`config.mk`:
```
export PLATFORM = sky130hd
export DESIGN_NAME = wav_pcm_stream_validator_unit_flat
export DESIGN_NICKNAME = d
export VERILOG_FILES = /design/src/rtl/wpsv_pkg.sv /design/src/rtl/wpsv_if.sv /design/src/rtl/wpsv_tol_calc.sv /design/src/rtl/wpsv_chunk_walk.sv /design/src/rtl/wav_pcm_stream_validator_unit.sv /design/src/flat_wrapper.sv
export SDC_FILE = /design/constraint.sdc
export NUM_CORES = 2
export LEC_CHECK = 0
export BUFFER_PORTS_ARGS = -buffer_cell sky130_fd_sc_hd__buf_4
export CORE_MARGIN = 10
export CORE_UTILIZATION = 43
export CTS_CLUSTER_DIAMETER = 120
export CTS_CLUSTER_SIZE = 24
export DETAILED_ROUTE_END_ITERATION = 6
export MAX_ROUTING_LAYER = met4
export SLEW_MARGIN = 10
export SYNTH_ARGS = -nofsm -noshare
export SYNTH_HDL_FRONTEND = slang
export SYNTH_SLANG_ARGS = --single-unit
```
`constraint.sdc`:
```
create_clock -name clk_i -period 7.3 [get_ports clk_i]
set_input_delay 1.46 -clock clk_i [delete_from_list [all_inputs] [get_ports clk_i]]
set_output_delay 1.46 -clock clk_i [all_outputs]
set_load 0.02 [all_outputs]
```
`src/rtl/wpsv_pkg.sv`:
```
package wpsv_pkg;

  localparam logic [31:0] TagRiff = 32'h4646_4952;
  localparam logic [31:0] TagWave = 32'h4556_4157;
  localparam logic [31:0] TagFmt  = 32'h2074_6D66;
  localparam logic [31:0] TagData = 32'h6174_6164;

  localparam logic [127:0] FmtPcm16kMono = {64'h0010_0002_0000_7D00, 64'h0000_3E80_0001_0001};

  localparam logic [31:0] FmtMinSize = 32'd16;

  localparam logic [10:0] TolMin     = 11'd250;
  localparam logic [10:0] TolMax     = 11'd2000;
  localparam logic [31:0] TolLowExp  = 32'd50000;
  localparam logic [31:0] TolHighExp = 32'd400200;
  localparam logic [31:0] TolRecip   = 32'd83887;
  localparam int unsigned TolShift   = 21;

  localparam logic [32:0] DurRound = 33'd16;

  typedef enum logic [3:0] {
    StOk           = 4'd0,
    StBadExpected  = 4'd1,
    StNotWave      = 4'd2,
    StSizeMismatch = 4'd3,
    StOverrun      = 4'd4,
    StBadFmt       = 4'd5,
    StTwoData      = 4'd6,
    StMissing      = 4'd7,
    StFormat       = 4'd8,
    StSampleSize   = 4'd9,
    StDuration     = 4'd10
  } status_e;

  typedef struct packed {
    logic [32:0] total;
    logic [32:0] riff_end;
    status_e     first_err;
    logic        done;
    logic [1:0]  seen;
    logic        fmt_ok;
    logic [32:0] data_start;
    logic [31:0] data_len;
  } walk_t;

endpackage

```
`src/rtl/wpsv_if.sv`:
```
interface wpsv_in_if;
  logic       valid;
  logic       ready;
  logic [7:0] file_byte;
  logic       is_last;

  modport source (output valid, output file_byte, output is_last, input ready);
  modport sink (input valid, input file_byte, input is_last, output ready);
endinterface

interface wpsv_out_if;
  logic        valid;
  logic        ready;
  logic [3:0]  status;
  logic [32:0] data_offset;
  logic [31:0] data_size;
  logic [17:0] duration_ms;
  logic [10:0] tolerance_ms;

  modport source (
    output valid, output status, output data_offset, output data_size,
    output duration_ms, output tolerance_ms, input ready
  );
  modport sink (
    input valid, input status, input data_offset, input data_size,
    input duration_ms, input tolerance_ms, output ready
  );
endinterface

```
`src/rtl/wpsv_tol_calc.sv`:
```
module wpsv_tol_calc (
  input  logic        clk_i,
  input  logic        rst_ni,
  input  logic [31:0] exp_i,
  output logic [10:0] tol_o
);

  logic [31:0] prod;
  logic [10:0] tol_d, tol_q;

  assign prod = 32'(exp_i[18:3]) * wpsv_pkg::TolRecip;

  always_comb begin
    priority if (exp_i < wpsv_pkg::TolLowExp) begin
      tol_d = wpsv_pkg::TolMin;
    end else if (exp_i >= wpsv_pkg::TolHighExp) begin
      tol_d = wpsv_pkg::TolMax;
    end else begin
      tol_d = prod[wpsv_pkg::TolShift +: 11];
    end
  end

  always_ff @(posedge clk_i or negedge rst_ni) begin
    if (!rst_ni) begin
      tol_q <= wpsv_pkg::TolMin;
    end else begin
      tol_q <= tol_d;
    end
  end

  assign tol_o = tol_q;

endmodule

```
`src/rtl/wpsv_chunk_walk.sv`:
```
module wpsv_chunk_walk (
  input  logic                clk_i,
  input  logic                rst_ni,
  input  logic                step_i,
  input  logic [7:0]          byte_i,
  input  logic                last_i,
  output wpsv_pkg::walk_t     walk_o
);

  localparam logic [2:0] PhHeader   = 3'd0;
  localparam logic [2:0] PhChunkHdr = 3'd1;
  localparam logic [2:0] PhFmt      = 3'd2;
  localparam logic [2:0] PhSkip     = 3'd3;
  localparam logic [2:0] PhDone     = 3'd4;

  logic [2:0]        phase_q, phase_d;
  logic [32:0]       pos_q, pos_d;
  logic [32:0]       riff_end_q, riff_end_d;
  logic [32:0]       left_q, left_d;
  logic [32:0]       dstart_q, dstart_d;
  logic [31:0]       dlen_q, dlen_d;
  logic [63:0]       hdr_q, hdr_d;
  logic [4:0]        fcnt_q, fcnt_d;
  logic [15:0][7:0]  fmt_q, fmt_d;
  logic [1:0]        seen_q, seen_d;
  wpsv_pkg::status_e err_q, err_d;

  logic [63:0] hdr_sh;
  logic [33:0] next_pos;
  logic [32:0] size_pad;
  logic [34:0] chunk_end;
  logic [32:0] left_dec;
  logic        bnd_short;
  logic        bnd_missing;
  logic [2:0]  bnd_phase;

  assign hdr_sh      = {byte_i, hdr_q[63:8]};
  assign next_pos    = {1'b0, pos_q} + 34'd1;
  assign size_pad    = {1'b0, hdr_sh[63:32]} + {32'b0, hdr_sh[32]};
  assign chunk_end   = {1'b0, next_pos} + {2'b0, size_pad};
  assign left_dec    = left_q - 33'd1;
  assign bnd_short   = ({1'b0, next_pos} + 35'd8) > {2'b0, riff_end_q};
  assign bnd_missing = bnd_short && (next_pos != {1'b0, riff_end_q});
  assign bnd_phase   = bnd_short ? PhDone : PhChunkHdr;

  always_comb begin
    phase_d    = phase_q;
    pos_d      = (pos_q == '1) ? pos_q : next_pos[32:0];
    riff_end_d = riff_end_q;
    left_d     = left_q;
    dstart_d   = dstart_q;
    dlen_d     = dlen_q;
    hdr_d      = hdr_q;
    fcnt_d     = fcnt_q;
    fmt_d      = fmt_q;
    seen_d     = seen_q;
    err_d      = err_q;

    unique case (phase_q)
      PhHeader: begin
        hdr_d = hdr_sh;
        if (pos_q == 33'd7) begin
          if (hdr_sh[31:0] != wpsv_pkg::TagRiff) begin
            err_d   = wpsv_pkg::StNotWave;
            phase_d = PhDone;
          end else begin
            riff_end_d = 33'd8 + {1'b0, hdr_sh[63:32]};
          end
        end else if (pos_q == 33'd11) begin
          if (hdr_sh[63:32] != wpsv_pkg::TagWave) begin
            err_d   = wpsv_pkg::StNotWave;
            phase_d = PhDone;
          end else begin
            phase_d = bnd_phase;
            left_d  = 33'd8;
            if (bnd_missing) begin
              err_d = wpsv_pkg::StMissing;
            end
          end
        end
      end
      PhChunkHdr: begin
        hdr_d  = hdr_sh;
        left_d = left_dec;
        if (left_dec == '0) begin
          if (chunk_end > {2'b0, riff_end_q}) begin
            err_d   = wpsv_pkg::StOverrun;
            phase_d = PhDone;
          end else if (hdr_sh[31:0] == wpsv_pkg::TagFmt) begin
            if (seen_q[0] || hdr_sh[63:32] < wpsv_pkg::FmtMinSize) begin
              err_d   = wpsv_pkg::StBadFmt;
              phase_d = PhDone;
            end else begin
              seen_d[0] = 1'b1;
              phase_d   = PhFmt;
              left_d    = size_pad;
              fcnt_d    = '0;
            end
          end else if (hdr_sh[31:0] == wpsv_pkg::TagData && seen_q[1]) begin
            err_d   = wpsv_pkg::StTwoData;
            phase_d = PhDone;
          end else begin
            if (hdr_sh[31:0] == wpsv_pkg::TagData) begin
              seen_d[1] = 1'b1;
              dstart_d  = next_pos[32:0];
              dlen_d    = hdr_sh[63:32];
            end
            if (size_pad == '0) begin
              phase_d = bnd_phase;
              left_d  = 33'd8;
              if (bnd_missing) begin
                err_d = wpsv_pkg::StMissing;
              end
            end else begin
              phase_d = PhSkip;
              left_d  = size_pad;
            end
          end
        end
      end
      PhFmt: begin
        if (!fcnt_q[4]) begin
          fmt_d[fcnt_q[3:0]] = byte_i;
          fcnt_d             = fcnt_q + 5'd1;
        end
        left_d = left_dec;
        if (left_dec == '0) begin
          phase_d = bnd_phase;
          left_d  = 33'd8;
          if (bnd_missing) begin
            err_d = wpsv_pkg::StMissing;
          end
        end
      end
      PhSkip: begin
        left_d = left_dec;
        if (left_dec == '0) begin
          phase_d = bnd_phase;
          left_d  = 33'd8;
          if (bnd_missing) begin
            err_d = wpsv_pkg::StMissing;
          end
        end
      end
      default: begin
      end
    endcase
  end

  always_ff @(posedge clk_i or negedge rst_ni) begin
    if (!rst_ni) begin
      phase_q    <= PhHeader;
      pos_q      <= '0;
      riff_end_q <= '0;
      left_q     <= '0;
      dstart_q   <= '0;
      dlen_q     <= '0;
      hdr_q      <= '0;
      fcnt_q     <= '0;
      fmt_q      <= '0;
      seen_q     <= '0;
      err_q      <= wpsv_pkg::StOk;
    end else if (step_i) begin
      if (last_i) begin
        phase_q    <= PhHeader;
        pos_q      <= '0;
        riff_end_q <= '0;
        left_q     <= '0;
        dstart_q   <= '0;
        dlen_q     <= '0;
        hdr_q      <= '0;
        fcnt_q     <= '0;
        fmt_q      <= '0;
        seen_q     <= '0;
        err_q      <= wpsv_pkg::StOk;
      end else begin
        phase_q    <= phase_d;
        pos_q      <= pos_d;
        riff_end_q <= riff_end_d;
        left_q     <= left_d;
        dstart_q   <= dstart_d;
        dlen_q     <= dlen_d;
        hdr_q      <= hdr_d;
        fcnt_q     <= fcnt_d;
        fmt_q      <= fmt_d;
        seen_q     <= seen_d;
        err_q      <= err_d;
      end
    end
  end

  always_comb begin
    walk_o.total      = pos_d;
    walk_o.riff_end   = riff_end_d;
    walk_o.first_err  = err_d;
    walk_o.done       = (phase_d == PhDone);
    walk_o.seen       = seen_d;
    walk_o.fmt_ok     = (fmt_d == wpsv_pkg::FmtPcm16kMono);
    walk_o.data_start = dstart_q;
    walk_o.data_len   = dlen_q;
  end

endmodule

```
`src/rtl/wav_pcm_stream_validator_unit.sv`:
```
// Channel | Dir | Payload                                              | Handshake
// pcm_i   | in  | file_byte[7:0], is_last                              | valid/ready
// res_o   | out | status[3:0], data_offset[32:0], data_size[31:0],     | valid/ready
//         |     | duration_ms[17:0], tolerance_ms[10:0]                |
// cfg     | in  | cfg_wdata_i[31:0] (expected duration, ms)            | cfg_we_i
//
// One byte per cycle unless pcm_i stalls; a result holds the verdict on its last byte.
// The chunk walk and the verdict sit between the input register and the result register.
// pcm_i stalls only while a last byte waits behind an untaken result.
// Reset clears the walk state and the expected duration; after each verdict the walk restarts.
// A write loads the expected duration register; the tolerance is registered from it.
module wav_pcm_stream_validator_unit (
  input  logic               clk_i,
  input  logic               rst_ni,
  input  logic               cfg_we_i,
  input  logic [31:0]        cfg_wdata_i,
  wpsv_in_if.sink            pcm_i,
  wpsv_out_if.source         res_o
);

  logic [31:0] exp_q;
  logic [10:0] tol;

  logic        s1_valid_q;
  logic [7:0]  s1_byte_q;
  logic        s1_last_q;

  logic        out_free;
  logic        advance;
  logic        step;

  wpsv_pkg::walk_t   walk;
  wpsv_pkg::status_e st;

  logic signed [37:0] diff;
  logic signed [37:0] tol_bytes;
  logic signed [37:0] tol_bytes_neg;
  logic               range_bad;
  logic [32:0]        dur_sum;
  logic               fill;

  logic        res_valid_q;
  logic [3:0]  res_status_q;
  logic [32:0] res_offset_q;
  logic [31:0] res_size_q;
  logic [17:0] res_dur_q;
  logic [10:0] res_tol_q;

  always_ff @(posedge clk_i or negedge rst_ni) begin
    if (!rst_ni) begin
      exp_q <= '0;
    end else if (cfg_we_i) begin
      exp_q <= cfg_wdata_i;
    end
  end

  wpsv_tol_calc u_tol_calc (
    .clk_i  (clk_i),
    .rst_ni (rst_ni),
    .exp_i  (exp_q),
    .tol_o  (tol)
  );

  assign out_free    = !res_valid_q || res_o.ready;
  assign advance     = !s1_last_q || out_free;
  assign step        = s1_valid_q && advance;
  assign pcm_i.ready = !s1_valid_q || advance;

  always_ff @(posedge clk_i or negedge rst_ni) begin
    if (!rst_ni) begin
      s1_valid_q <= 1'b0;
      s1_byte_q  <= '0;
      s1_last_q  <= 1'b0;
    end else if (pcm_i.ready) begin
      s1_valid_q <= pcm_i.valid;
      s1_byte_q  <= pcm_i.file_byte;
      s1_last_q  <= pcm_i.is_last;
    end
  end

  wpsv_chunk_walk u_chunk_walk (
    .clk_i  (clk_i),
    .rst_ni (rst_ni),
    .step_i (step),
    .byte_i (s1_byte_q),
    .last_i (s1_last_q),
    .walk_o (walk)
  );

  assign diff          = $signed({6'b0, walk.data_len}) - $signed({1'b0, exp_q, 5'b0});
  assign tol_bytes     = $signed({22'b0, tol, 5'b0}) + 38'sd2;
  assign tol_bytes_neg = -tol_bytes;
  assign range_bad     = (diff > tol_bytes) || (diff < tol_bytes_neg);
  assign dur_sum       = {1'b0, walk.data_len} + wpsv_pkg::DurRound;

  always_comb begin
    priority if (exp_q == '0) begin
      st = wpsv_pkg::StBadExpected;
    end else if (walk.total < 33'd12 || walk.first_err == wpsv_pkg::StNotWave) begin
      st = wpsv_pkg::StNotWave;
    end else if (walk.riff_end != walk.total) begin
      st = wpsv_pkg::StSizeMismatch;
    end else if (walk.first_err != wpsv_pkg::StOk) begin
      st = walk.first_err;
    end else if (!walk.done || walk.seen != 2'b11) begin
      st = wpsv_pkg::StMissing;
    end else if (!walk.fmt_ok) begin
      st = wpsv_pkg::StFormat;
    end else if (walk.data_len == '0 || walk.data_len[0]) begin
      st = wpsv_pkg::StSampleSize;
    end else if (range_bad) begin
      st = wpsv_pkg::StDuration;
    end else begin
      st = wpsv_pkg::StOk;
    end
  end

  assign fill = (st == wpsv_pkg::StOk) || (st == wpsv_pkg::StDuration);

  always_ff @(posedge clk_i or negedge rst_ni) begin
    if (!rst_ni) begin
      res_valid_q <= 1'b0;
    end else if (out_free) begin
      res_valid_q <= step && s1_last_q;
    end
  end

  always_ff @(posedge clk_i) begin
    if (step && s1_last_q) begin
      res_status_q <= st;
      res_offset_q <= fill ? walk.data_start : '0;
      res_size_q   <= fill ? walk.data_len : '0;
      res_dur_q    <= fill ? dur_sum[22:5] : '0;
      res_tol_q    <= fill ? tol : '0;
    end
  end

  assign res_o.valid        = res_valid_q;
  assign res_o.status       = res_status_q;
  assign res_o.data_offset  = res_offset_q;
  assign res_o.data_size    = res_size_q;
  assign res_o.duration_ms  = res_dur_q;
  assign res_o.tolerance_ms = res_tol_q;

endmodule

```
`src/flat_wrapper.sv`:
```
// flat-port wrapper written by rule: the top's interface ports become plain ports
module wav_pcm_stream_validator_unit_flat 
  (clk_i, rst_ni, cfg_we_i, cfg_wdata_i, pcm_i_valid, pcm_i_file_byte, pcm_i_is_last, pcm_i_ready, res_o_valid, res_o_status, res_o_data_offset, res_o_data_size, res_o_duration_ms, res_o_tolerance_ms, res_o_ready);
  wpsv_in_if pcm_i_i ();
  wpsv_out_if res_o_i ();
  input  logic clk_i;
  input  logic rst_ni;
  input  logic cfg_we_i;
  input  logic [31:0] cfg_wdata_i;
  input wire logic [$bits(pcm_i_i.valid)-1:0] pcm_i_valid;
  input wire logic [$bits(pcm_i_i.file_byte)-1:0] pcm_i_file_byte;
  input wire logic [$bits(pcm_i_i.is_last)-1:0] pcm_i_is_last;
  output wire logic [$bits(pcm_i_i.ready)-1:0] pcm_i_ready;
  output wire logic [$bits(res_o_i.valid)-1:0] res_o_valid;
  output wire logic [$bits(res_o_i.status)-1:0] res_o_status;
  output wire logic [$bits(res_o_i.data_offset)-1:0] res_o_data_offset;
  output wire logic [$bits(res_o_i.data_size)-1:0] res_o_data_size;
  output wire logic [$bits(res_o_i.duration_ms)-1:0] res_o_duration_ms;
  output wire logic [$bits(res_o_i.tolerance_ms)-1:0] res_o_tolerance_ms;
  input wire logic [$bits(res_o_i.ready)-1:0] res_o_ready;
  assign pcm_i_i.valid = pcm_i_valid;
  assign pcm_i_i.file_byte = pcm_i_file_byte;
  assign pcm_i_i.is_last = pcm_i_is_last;
  assign pcm_i_ready = pcm_i_i.ready;
  assign res_o_valid = res_o_i.valid;
  assign res_o_status = res_o_i.status;
  assign res_o_data_offset = res_o_i.data_offset;
  assign res_o_data_size = res_o_i.data_size;
  assign res_o_duration_ms = res_o_i.duration_ms;
  assign res_o_tolerance_ms = res_o_i.tolerance_ms;
  assign res_o_i.ready = res_o_ready;
  wav_pcm_stream_validator_unit u_core (.clk_i(clk_i), .rst_ni(rst_ni), .cfg_we_i(cfg_we_i), .cfg_wdata_i(cfg_wdata_i), .pcm_i(pcm_i_i), .res_o(res_o_i));
endmodule
```
==> flow_metrics.tcl <==
set metrics [dict create \
    status "finished, violations left" \
    failed_checks "design-rule violations, negative setup slack" \
    clk_pin_slew_worst_paths_ns 0.10 \
    synth_area_per_cell_um2 9.18 \
    async_flop_share 0.809 \
    powerDensity_nw_per_um2 193 \
    max_stage_delay_ns 0.49 \
    drc 1 \
    clock_sinks 514 \
    htreeDepth 1 \
    setup_viol 94 \
    worst_path_most_repeated_cell "buf_4" \
    critPathMaxFanout 21 \
    finalHoldViolCount 0 \
    cp_slowest_cell "a2111oi_4" \
    ys_types 99 \
    vias 36688 \
    syn_nets 4780 \
    finalMaxSlewViolations 0 \
    finalClockSkew_ns 0.0286 \
    fin_nets 5250 \
    drive_above_1_share 0.199 \
    max_slew_margin 0.265 \
    antenna_found_initial 5 \
    stdcell_area_um2 47500 \
    drt_iter0_drc 3897 \
    wl_per_cell_um 25.8 \
    place_area_um2 45500 \
    die_h_um 324 \
    arrival_ns 8.33 \
    area_growth_pct 19.6 \
    start_util 0.434 \
    grt_max_degree 173 \
    first_pass_iters 7 \
    synth-seq-cells 514 \
    viasPerCell 6.11 \
    worst_slack_ns -0.573 \
    grt_first_pass_wirelength_um 229000 \
    die_w_um 324 \
    final_cell_mix "638 x buf_4, 414 x nand2_1, 409 x dfrtp_1" \
    cts_buffers 28 \
    power.leakage_nw 21.5 \
    worstSetupPathType "reg2reg" \
    n_fill_cell 8573 \
    port_buffers 145 \
    cp-start-kind "flip-flop" \
    grt_usage 0.294 \
    cts_tree "done" \
    fmax_ghz 0.127 \
    fin_hold_ws_ns 0.479 \
    syn-cell-area_um2 39800 \
    worstPathRequired_ns 7.76 \
    cp-end-kind "flip-flop" \
    grt_pass1_vias 35042 \
    ys_seq_area_frac 0.336 \
    routed_wirelength_um 155000 \
    cts_buffer_depth 3 \
    rsz0062_at_grt "true" \
    place_ws_ns -0.783 \
    core_area_um2 91700 \
    clkLatencyLatePin_ns 0.65 \
    drv_cap 0 \
    io_pins 146 \
    ys.warnings.count 0 \
    place_congestion 1.02 \
    period_needed_ns 7.87 \
    min_period_over_period 1.08 \
    worstHoldPathType "reg2reg" \
    cts_hold_buffers 0 \
    cts_root_buf "clkbuf_16" \
    dieArea_um2 105000 \
    peakVddDrop_mv 0.271 \
    rows 111 \
    postSynthCellCount 4331 \
    synth_edf_count 98 \
    max_slew.worst_pin.slew_ns 1.09 \
    dp_hpwl_um 121000 \
    ant_nets 0 \
    synth_flop_cell "dfrtp_1" \
    final_common_cell "buf_4" \
    grt_overflow 0 \
]
[repair_timing]
| action | CTS | global route |
|---|---|---|
| setup buffers | 8 | 9 |
| pin swaps | 12 | 43 |
| endpoints found under the setup margin | 97 | 166 |
| gates cloned | 5 | 9 |
| resized for setup | 49 | 81 |
[power by group]
group	internal, mW	switching, mW
Combinational	1.83	2.45
Clock	0.766	1.07
Sequential	2.98	0.0771
Total	5.58	3.60
[cells by family after synthesis]
family	after synthesis	share of synthesized area
xor gates and xnor gates	295	0.0667
AOI/OAI and AO/OA	1029	0.173
buffers and inverters	520	0.0521
DFF	514	0.336
muxes	58	0.0156
adders and majority gates	403	0.145
and+or+nand+nor	1512	0.211
[path summary, 6_finish.rpt]
check / depth (start not counted) / from / slack (ns) / endpoint
setup / recovery: 38 / u_core.u_chunk_walk.pos_q[0]$_DFFE_PN0P_ / -0.57 / u_core.res_o.data_size[30]$_SDFFCE_PN0P_
hold / removal: 2 / u_core.u_chunk_walk.fmt_q[7]$_DFFE_PN0P_ / 0.48 / u_core.u_chunk_walk.fmt_q[7]$_DFFE_PN0P_
setup reg to reg: 38 / u_core.u_chunk_walk.pos_q[0]$_DFFE_PN0P_ / -0.57 / u_core.res_o.data_size[30]$_SDFFCE_PN0P_
hold reg to reg: 2 / u_core.u_chunk_walk.fmt_q[7]$_DFFE_PN0P_ / 0.48 / u_core.u_chunk_walk.fmt_q[7]$_DFFE_PN0P_
max in group asynchronous: 2 / rst_ni / 5.03 / u_core.u_chunk_walk.fmt_q[21]$_DFFE_PN0P_
min in group asynchronous: 1 / rst_ni / 0.78 / u_core.u_chunk_walk.dstart_q[24]$_DFFE_PN0P_
[layer usage]
layer / track usage / wire length, µm / vias to the layer above
li1: - / - / 16739
met1: 0.397 / 67100 / 18046
met2: 0.451 / 69400 / 1648
met3: 0.0419 / 12700 / 255
met4: 0.0982 / 5820 / 0
met5: - / 0 / -
[metrics by stage]
stage	power, mW	TNS (ns)	instances	utilization
global route	9.99	-84.95	6004	0.519
floorplan	6.12	-13.78	4331	-
detailed placement	7.37	-65.08	5927	0.496
global placement	7.31	-54.71	5927	0.496
CTS	9.25	-32.05	5986	0.511
finish	9.18	-50.68	6004	0.519
[flip-flops by register name (all words and copies together), names as in the netlist, 11 cells and up]
signal / count
u_core.u_chunk_walk.left_q: 33
u_core.u_chunk_walk.riff_end_q: 33
u_core.res_o.duration_ms: 18
u_core.u_chunk_walk.dstart_q: 33
u_core.exp_q: 32
u_core.u_chunk_walk.fmt_q: 128
u_core.u_tol_calc.tol_o: 11
u_core.u_chunk_walk.hdr_q: 56
u_core.u_chunk_walk.pos_q: 33
u_core.u_chunk_walk.dlen_q: 32
u_core.res_o.tolerance_ms: 11
u_core.res_o.data_size: 32
u_core.res_o.data_offset: 33
[Yosys cell counts (29+ instances only)]
| cell type | count | area, µm² |
|---|---|---|
| a211oi_1 | 29 | 218 |
| a21o_1 | 73 | 548 |
| a21oi_1 | 155 | 776 |
| a22o_1 | 173 | 1520 |
| a31oi_1 | 37 | 231 |
| and3_1 | 40 | 250 |
| clkbuf_1 | 190 | 713 |
| dfrtp_1 | 410 | 10300 |
| edfxtp_1 | 98 | 2940 |
| fa_1 | 98 | 1960 |
| ha_1 | 305 | 3820 |
| inv_1 | 277 | 1040 |
| mux2i_1 | 36 | 360 |
| nand2_1 | 415 | 1560 |
| nand2b_1 | 37 | 231 |
| nand3_1 | 133 | 666 |
| nand4_1 | 106 | 663 |
| nor2_1 | 253 | 950 |
| nor2b_1 | 29 | 181 |
| nor3_1 | 121 | 606 |
| nor4_1 | 78 | 488 |
| nor4_2 | 33 | 413 |
| nor4b_1 | 40 | 350 |
| nor4b_2 | 40 | 601 |
| o21ai_0 | 319 | 1600 |
| or3_1 | 34 | 213 |
| xnor2_1 | 182 | 1590 |
| xor2_1 | 108 | 946 |
[cell type report]
cell class / count / area [µm²] / area share
Inverter: 279 / 1050 / 0.0221
Antenna cell: 1 / 2.50 / 0.0000526
Tap cell: 1186 / 1480 / 0.0312
Multi-Input combinational cell: 3298 / 25200 / 0.530
Clock buffer: 38 / 769 / 0.0162
Clock inverter: 8 / 103 / 0.00216
Sequential cell: 514 / 13400 / 0.281
Timing Repair Buffer: 680 / 5560 / 0.117
[critical path: cells and delay by family (launching register included)]
kind	cells	cell delay [ns]
AO/OA/AOI/OAI	17	3.16
flip-flops	1	0.45
AND/OR/NAND/NOR	10	1.60
buffers and inverters	7	1.23
XOR/XNOR	2	0.62
adder cells (fa/ha/maj)	2	0.59
No activity file was read; power rests on OpenSTA's default activity.
